### config.mk
export PLATFORM = sky130hd
export DESIGN_NAME = ttfu_divider
export DESIGN_NICKNAME = d
export VERILOG_FILES = /design/src/design/ttfu_pkg.sv /design/src/design/ttfu_divider.sv
export SDC_FILE = /design/constraint.sdc
export NUM_CORES = 1
export LEC_CHECK = 0
export ABC_AREA = 1
export BUFFER_PORTS_ARGS = -buffer_cell sky130_fd_sc_hd__buf_2
export CAP_MARGIN = 40
export CELL_PAD_IN_SITES_DETAIL_PLACEMENT = 0
export CELL_PAD_IN_SITES_GLOBAL_PLACEMENT = 1
export CORE_UTILIZATION = 35
export CTS_BUF_LIST = sky130_fd_sc_hd__clkbuf_8 sky130_fd_sc_hd__clkbuf_16
export DETAILED_ROUTE_END_ITERATION = 6
export HOLD_SLACK_MARGIN = 0.03
export PLACE_DENSITY = 0.69
export SYNTH_ARGS = -nofsm -noshare
export SYNTH_HDL_FRONTEND = slang
export SYNTH_SLANG_ARGS = --single-unit
### constraint.sdc
create_clock -name clk -period 5 [get_ports clk]
set_input_delay 0.75 -clock clk [delete_from_list [all_inputs] [get_ports clk]]
set_output_delay 0.75 -clock clk [all_outputs]
set_load 0.1 [all_outputs]
### src/design/ttfu_pkg.sv
// Shared types, constants and helpers for the textured triangle fragment unit.
// Used by ttfu_divider and textured_triangle_fragment_unit; no dependencies.
package ttfu_pkg;

    localparam int MUL_W = 25;
    localparam int ACC_W = 2 * MUL_W;
    localparam int NUM_W = 49;
    localparam int EXT_W = 52;
    localparam int Q_W   = 17;

    localparam logic [1:0] MODE_VERTEX = 2'd0;
    localparam logic [1:0] MODE_TEXEL  = 2'd1;
    localparam logic [1:0] MODE_PIXEL  = 2'd2;
    localparam logic [1:0] MODE_CLEAR  = 2'd3;

    localparam logic CFG_TEX_WIDTH  = 1'b0;
    localparam logic CFG_TEX_HEIGHT = 1'b1;

    localparam logic [Q_W-1:0]          ONE_Q16   = 17'h10000;
    localparam logic [23:0]             DEPTH_FAR = 24'hFFFFFF;
    localparam logic signed [ACC_W-1:0] AREA_MIN  = 50'sd66;

    typedef struct packed {
        logic           done;
        logic [Q_W-1:0] quot;
    } div_status_t;

    function automatic logic signed [MUL_W-1:0] uext(input logic [23:0] x);
        return $signed({1'b0, x});
    endfunction

    function automatic logic [7:0] chan(input logic [23:0] t, input logic [1:0] c);
        logic [7:0] r;
        case (c)
            2'd0:    r = t[23:16];
            2'd1:    r = t[15:8];
            default: r = t[7:0];
        endcase
        return r;
    endfunction

endpackage

### src/design/ttfu_divider.sv
// Serial restoring divider: floor(num * 65536 / den), saturating at 1.0 in Q16.
// One quotient bit per cycle. Depends on ttfu_pkg.
module ttfu_divider (
    input  logic                      clk,
    input  logic                      rst_n,
    input  logic                      start,
    input  logic [ttfu_pkg::NUM_W-1:0] num,
    input  logic [ttfu_pkg::NUM_W-1:0] den,
    output ttfu_pkg::div_status_t     status
);
    import ttfu_pkg::*;

    logic             busy_reg;
    logic             done_reg;
    logic [3:0]       cnt_reg;
    logic [NUM_W:0]   rem_reg;
    logic [NUM_W-1:0] den_reg;
    logic [Q_W-1:0]   quot_reg;
    logic [NUM_W:0]   rem_shift;
    logic             ge;

    assign rem_shift   = {rem_reg[NUM_W-1:0], 1'b0};
    assign ge          = rem_shift >= {1'b0, den_reg};
    assign status.done = done_reg;
    assign status.quot = quot_reg;

    always_ff @(posedge clk or negedge rst_n)
    begin
        if (!rst_n)
        begin
            busy_reg <= 1'b0;
            done_reg <= 1'b0;
            cnt_reg  <= '0;
        end
        else
        begin
            done_reg <= 1'b0;
            if (start)
            begin
                den_reg <= den;
                rem_reg <= {1'b0, num};
                cnt_reg <= '0;
                if (num >= den)
                begin
                    quot_reg <= ONE_Q16;
                    done_reg <= 1'b1;
                    busy_reg <= 1'b0;
                end
                else
                begin
                    quot_reg <= '0;
                    busy_reg <= 1'b1;
                end
            end
            else if (busy_reg)
            begin
                rem_reg  <= ge ? (rem_shift - {1'b0, den_reg}) : rem_shift;
                quot_reg <= {quot_reg[Q_W-2:0], ge};
                cnt_reg  <= cnt_reg + 4'd1;
                if (cnt_reg == 4'd15)
                begin
                    busy_reg <= 1'b0;
                    done_reg <= 1'b1;
                end
            end
        end
    end

endmodule

**Word-level counts from Yosys, hierarchy flattened**

Cells that the tools add are included.

- Add/subtract/negate cells: 2
- Magnitude comparators: 2
- Equality and inequality tests: 1
- Mux-type cells: 16
- Reductions and logical operators: 3

Operators by type and width:

| cell | count |
|---|---|
| two-way mux 50 bit | 2 |
| two-way mux 17 bit | 3 |
| >= comparator 50 x 49 -> 1 bit | 1 |
| subtractor 50 x 49 -> 50 bit | 1 |
| >= comparator 49 bit | 1 |
| two-way mux 49 bit | 1 |
| two-way mux 1 bit | 8 |
| two-way mux 4 bit | 2 |
| adder 4 x 1 -> 4 bit, second input constant | 1 |
| equality test 4 bit, second input constant | 1 |
| AND reduction 2 bit | 2 |
| nonzero test 2 bit | 1 |

- Register bits after elaboration: 122
- Input port bits: 101
- Output and inout bits: 18
- Logic and storage cells: 31

**Longest topological paths before layout**

- Word-level depth: 4
- Depth in mapped cells: 17
- Mapped depth without buffers: 17

**Worst setup path after synthesis**

Ideal clock, no wire load.

- Path type: input-to-reg
- Start point: input port start
- End point: register quot_reg[0], enable pin
- Setup time: 0.490 ns
- Arrival time: 3.825 ns
- Data required time: 4.510 ns
- Path slack: 0.685 ns
- Stages on the path: 3
- Buffers on the path: 1
- Cells stage by stage: clkbuf_1 > nor2_1 > nor2_1

- Word-level cells in the longest chain between the ends: 2

RTL lines:

| item | line | source |
|---|---|---|
| from (decl) | ttfu_divider.sv:6 | `input logic start,` |
| nonzero test 2 bit (no line) | -- |  |
| AND reduction 2 bit (no line) | -- |  |
| to (signal assigned) | ttfu_divider.sv:58 | `quot_reg <= {quot_reg[Q_W-2:0], ge};` |
| to (decl) | ttfu_divider.sv:18 | `logic [Q_W-1:0] quot_reg;` |

Every way passes these cells.
A chain may end at the register's enable or synchronous reset.

**Worst setup path in the final report**

- Start point: register rem_reg[8]
- End point: register rem_reg[32] (data pin)

- Word-level cells in the longest chain between the ends: 4
- Elaborated cells between the ends (all ways): 5
- Those cells by class: add/sub (1); order compare (1); mux (3)

RTL lines:

| item | line | source |
|---|---|---|
| from (decl) | ttfu_divider.sv:16 | `logic [NUM_W:0] rem_reg;` |
| from (signal assigned) | ttfu_divider.sv:41 | `rem_reg <= {1'b0, num};` |
| from (signal assigned) | ttfu_divider.sv:57 | `rem_reg <= ge ? (rem_shift - {1'b0, den_reg}) : rem_shift;` |
| subtractor 50 x 49 -> 50 bit or >= comparator 50 x 49 -> 1 bit (tied branches) | ttfu_divider.sv:57, ttfu_divider.sv:23 |  |
| two-way mux 50 bit (*) | ttfu_divider.sv:57 |  |
| two-way mux 50 bit (*) | ttfu_divider.sv:55 | `else if (busy_reg)` |
| two-way mux 49 bit (*) | ttfu_divider.sv:38 | `if (start)` |

Mark *: on every way between the ends. The rest lies on a longest branch, timed or not. The select of a mux whose other input is x is not followed.

==> impl_metrics.json <==
{
  "firstDrtPassIters": 5,
  "synth_ff_type": "edfxtp_1",
  "slew_headroom_pct": 48.5,
  "synth_area_leaders": "edfxtp_1 (31%), nand2_1 (21%), inv_1 (14%)",
  "dieHeight_um": 181,
  "avgSynthCellArea_um2": 6.48,
  "hold_viol_final": 0,
  "synth.largest_area_cell": "edfxtp_1",
  "cts_resized": 0,
  "max_freq_mhz": 303,
  "vias": 10600,
  "grt_util_all_layers_pct": 22.9,
  "path_max_fanout": 49,
  "fin_ws_ns": 1.71,
  "drive_gt1_share_pct": 9.63,
  "yosys_register_bits": 121,
  "grt_pass1_vias": 10400,
  "critical_path_class": "register to register",
  "status": "complete, no violations",
  "wl_per_cell_um": 16.0,
  "finalCriticalPeriod_ns": 3.29,
  "clockRootBuffer": "clkbuf_16",
  "port_buffers": 118,
  "rows": 65,
  "die_width_um": 181,
  "p_leak_nw": 7.29,
  "setup_tns_ns": 0,
  "h-tree-depth": 4,
  "cts.sinks": 121,
  "dpl.hpwl_mm": 28.7,
  "synthTopCellsByCount": "nand2_1 (631), inv_1 (415), nor2_1 (127)",
  "clkTransAtPathRegs_ns": 0.06,
  "grt_overflow": 0,
  "dp_slack_ns": 1.82,
  "grt_first_pass_wirelength_mm": 57.1,
  "gp_congestion": 0.953,
  "cap_viol_max_count": 0,
  "antenna_found_initial": 0,
  "tritoncts": "built",
  "start_util_pct": 35.4,
  "vias_per_cell": 4.71,
  "die_area_um2": 32600,
  "worstPathArrival_ns": 3.46,
  "yosys.cell_count.top_type": "nand2_1",
  "cts_buffer_depth": 2,
  "drtIter0Drc": 594,
  "postCtsSetupBuffers": 0,
  "ys_seq_area_share_pct": 32.3,
  "grt_max_degree": 50,
  "period_share_pct": 65.9,
  "finClkSkew_ns": 0.0136,
  "slew_violations": 0,
  "cts-hold-fix-buffers": 0,
  "power_mw": 4.26,
  "synthArstFlopShare_pct": 4.96,
  "antenna_left": 0,
  "rsz0062_at_grt": "false",
  "syn_area_um2": 11200,
  "critPathLaunchType": "register",
  "clk_latency_ns": 0.46,
  "synth_top_area_share_pct": 31.0,
  "drc": 0,
  "synth-edff-count": 115,
  "peakVddDrop_mv": 0.274,
  "synth_cell_types": 39,
  "core_um2": 31500,
  "drt_wl_total_mm": 36.1,
  "netlist_instances": 1723,
  "nets": 2037,
  "yosys_warnings": 0,
  "worstPathRequired_ns": 5.16,
  "ioPinCount": 119,
  "area_growth_pct": 15.1,
  "synth.net_count": 1924,
  "min_path_type": "input port to asynchronous set/reset pin",
  "cp-end-kind": "register",
  "tightest_slew_ns": 0.771,
  "p_per_area_nw_per_um2": 332,
  "diodes": 0,
  "cts_made_buffers": 17,
  "setup_violations": 0
}
==> layer usage <==
metal	vias up	part of all wire, %	track usage, %
met2	230	43	35.4
li1	5531	-	-
met1	4811	51	32.7
met5	-	0	0
met4	0	1.1	5.68
met3	23	5.2	4.20
==> layout make-up <==
| class | count | area (um^2) |
|---|---|---|
| tap | 402 | 503 |
| inverter | 419 | 1570 |
| fill | 3363 | 18600 |
| sequential | 121 | 3600 |
| multi-input combinational | 1149 | 5840 |
| timing repair buffer | 128 | 711 |
| clock inverter | 15 | 183 |
| clock buffer | 17 | 425 |
==> placed cells by master (no fill, tap or decap), types with 3 or more instances in the layout <==
| cell | synthesis | final |
|---|---|---|
| xnor2_1 | 23 | 23 |
| inv_2 | 4 | 5 |
| clkinv_4 | 0 | 3 |
| nor2_4 | 1 | 3 |
| inv_8 | 0 | 4 |
| nand3_1 | 99 | 99 |
| inv_6 | 0 | 5 |
| inv_1 | 415 | 414 |
| edfxtp_1 | 115 | 115 |
| nor3_1 | 8 | 8 |
| nor2_1 | 127 | 125 |
| nand2_1 | 631 | 631 |
| nand3b_1 | 4 | 4 |
| dfrtp_1 | 6 | 6 |
| ha_1 | 99 | 99 |
| o21ai_0 | 9 | 9 |
| buf_2 | 10 | 118 |
| xor2_1 | 3 | 3 |
| clkbuf_16 | 0 | 17 |
| nand4_1 | 68 | 68 |
| and2_1 | 5 | 5 |
| buf_4 | 3 | 7 |
| a21oi_1 | 48 | 48 |
==> kinds of logic (layout without fill, tap and decap cells) <==
family	after synthesis	after routing	synth area share, %
simple gates	956	956	35.6
buf+inv	453	579	15.5
flops	121	121	32.3
compound gates	67	67	3.22
xor+xnor	26	26	2.04
fa+ha+maj	100	100	11.3
==> worst max-delay path, stage by stage, from the launching register on <==
cell and delay, ns:
edfxtp_1 0.41, ha_1 0.38, nand2_1 0.15, inv_1 0.05, nand2_1 0.07, nand2_1 0.11, inv_1 0.08, nand3_1 0.25
nand2_1 0.14, nand2_1 0.20, nand2_2 0.14, buf_4 0.56, nand4_1 0.16, nand3_1 0.13, nand2_1 0.16
==> through the flow <==
stage | cells | hold WS, ns | utilization [%] | cell area [um^2]
4_1_cts | 2251 | 0.101 | 40.8 | 12800
3_3_place_gp | 2217 | 0.523 | 38.7 | 12200
3_5_place_dp | 2219 | 0.529 | 38.9 | 12200
5_1_grt | 2251 | 0.119 | 40.8 | 12800
2_1_floorplan | 1723 | 0.454 | - | 11200
6_report | 2251 | 0.125 | 40.8 | 12800
==> report_power, final <==
part           leakage, nW  internal [mW]  switching [mW]
Sequential            1.19           1.25          0.0501
Combinational         5.80          0.522            1.12
Clock                0.297          0.756           0.563
Total                 7.29           2.52            1.73
==> path summary, 6_finish.rpt <==
check                      cells past startpoint         from  slack (ns)     endpoint
setup / recovery                              14   rem_reg[8]        1.71  rem_reg[32]
hold / removal                                 1        rst_n        0.12     done_reg
setup reg to reg                              14   rem_reg[8]        1.71  rem_reg[32]
hold reg to reg                                2  quot_reg[5]        0.55  quot_reg[6]
max in group asynchronous                      1        rst_n        4.71   cnt_reg[3]
min in group clk                               1       den[3]        0.48   den_reg[3]
(Power assumes the default switching activity.)
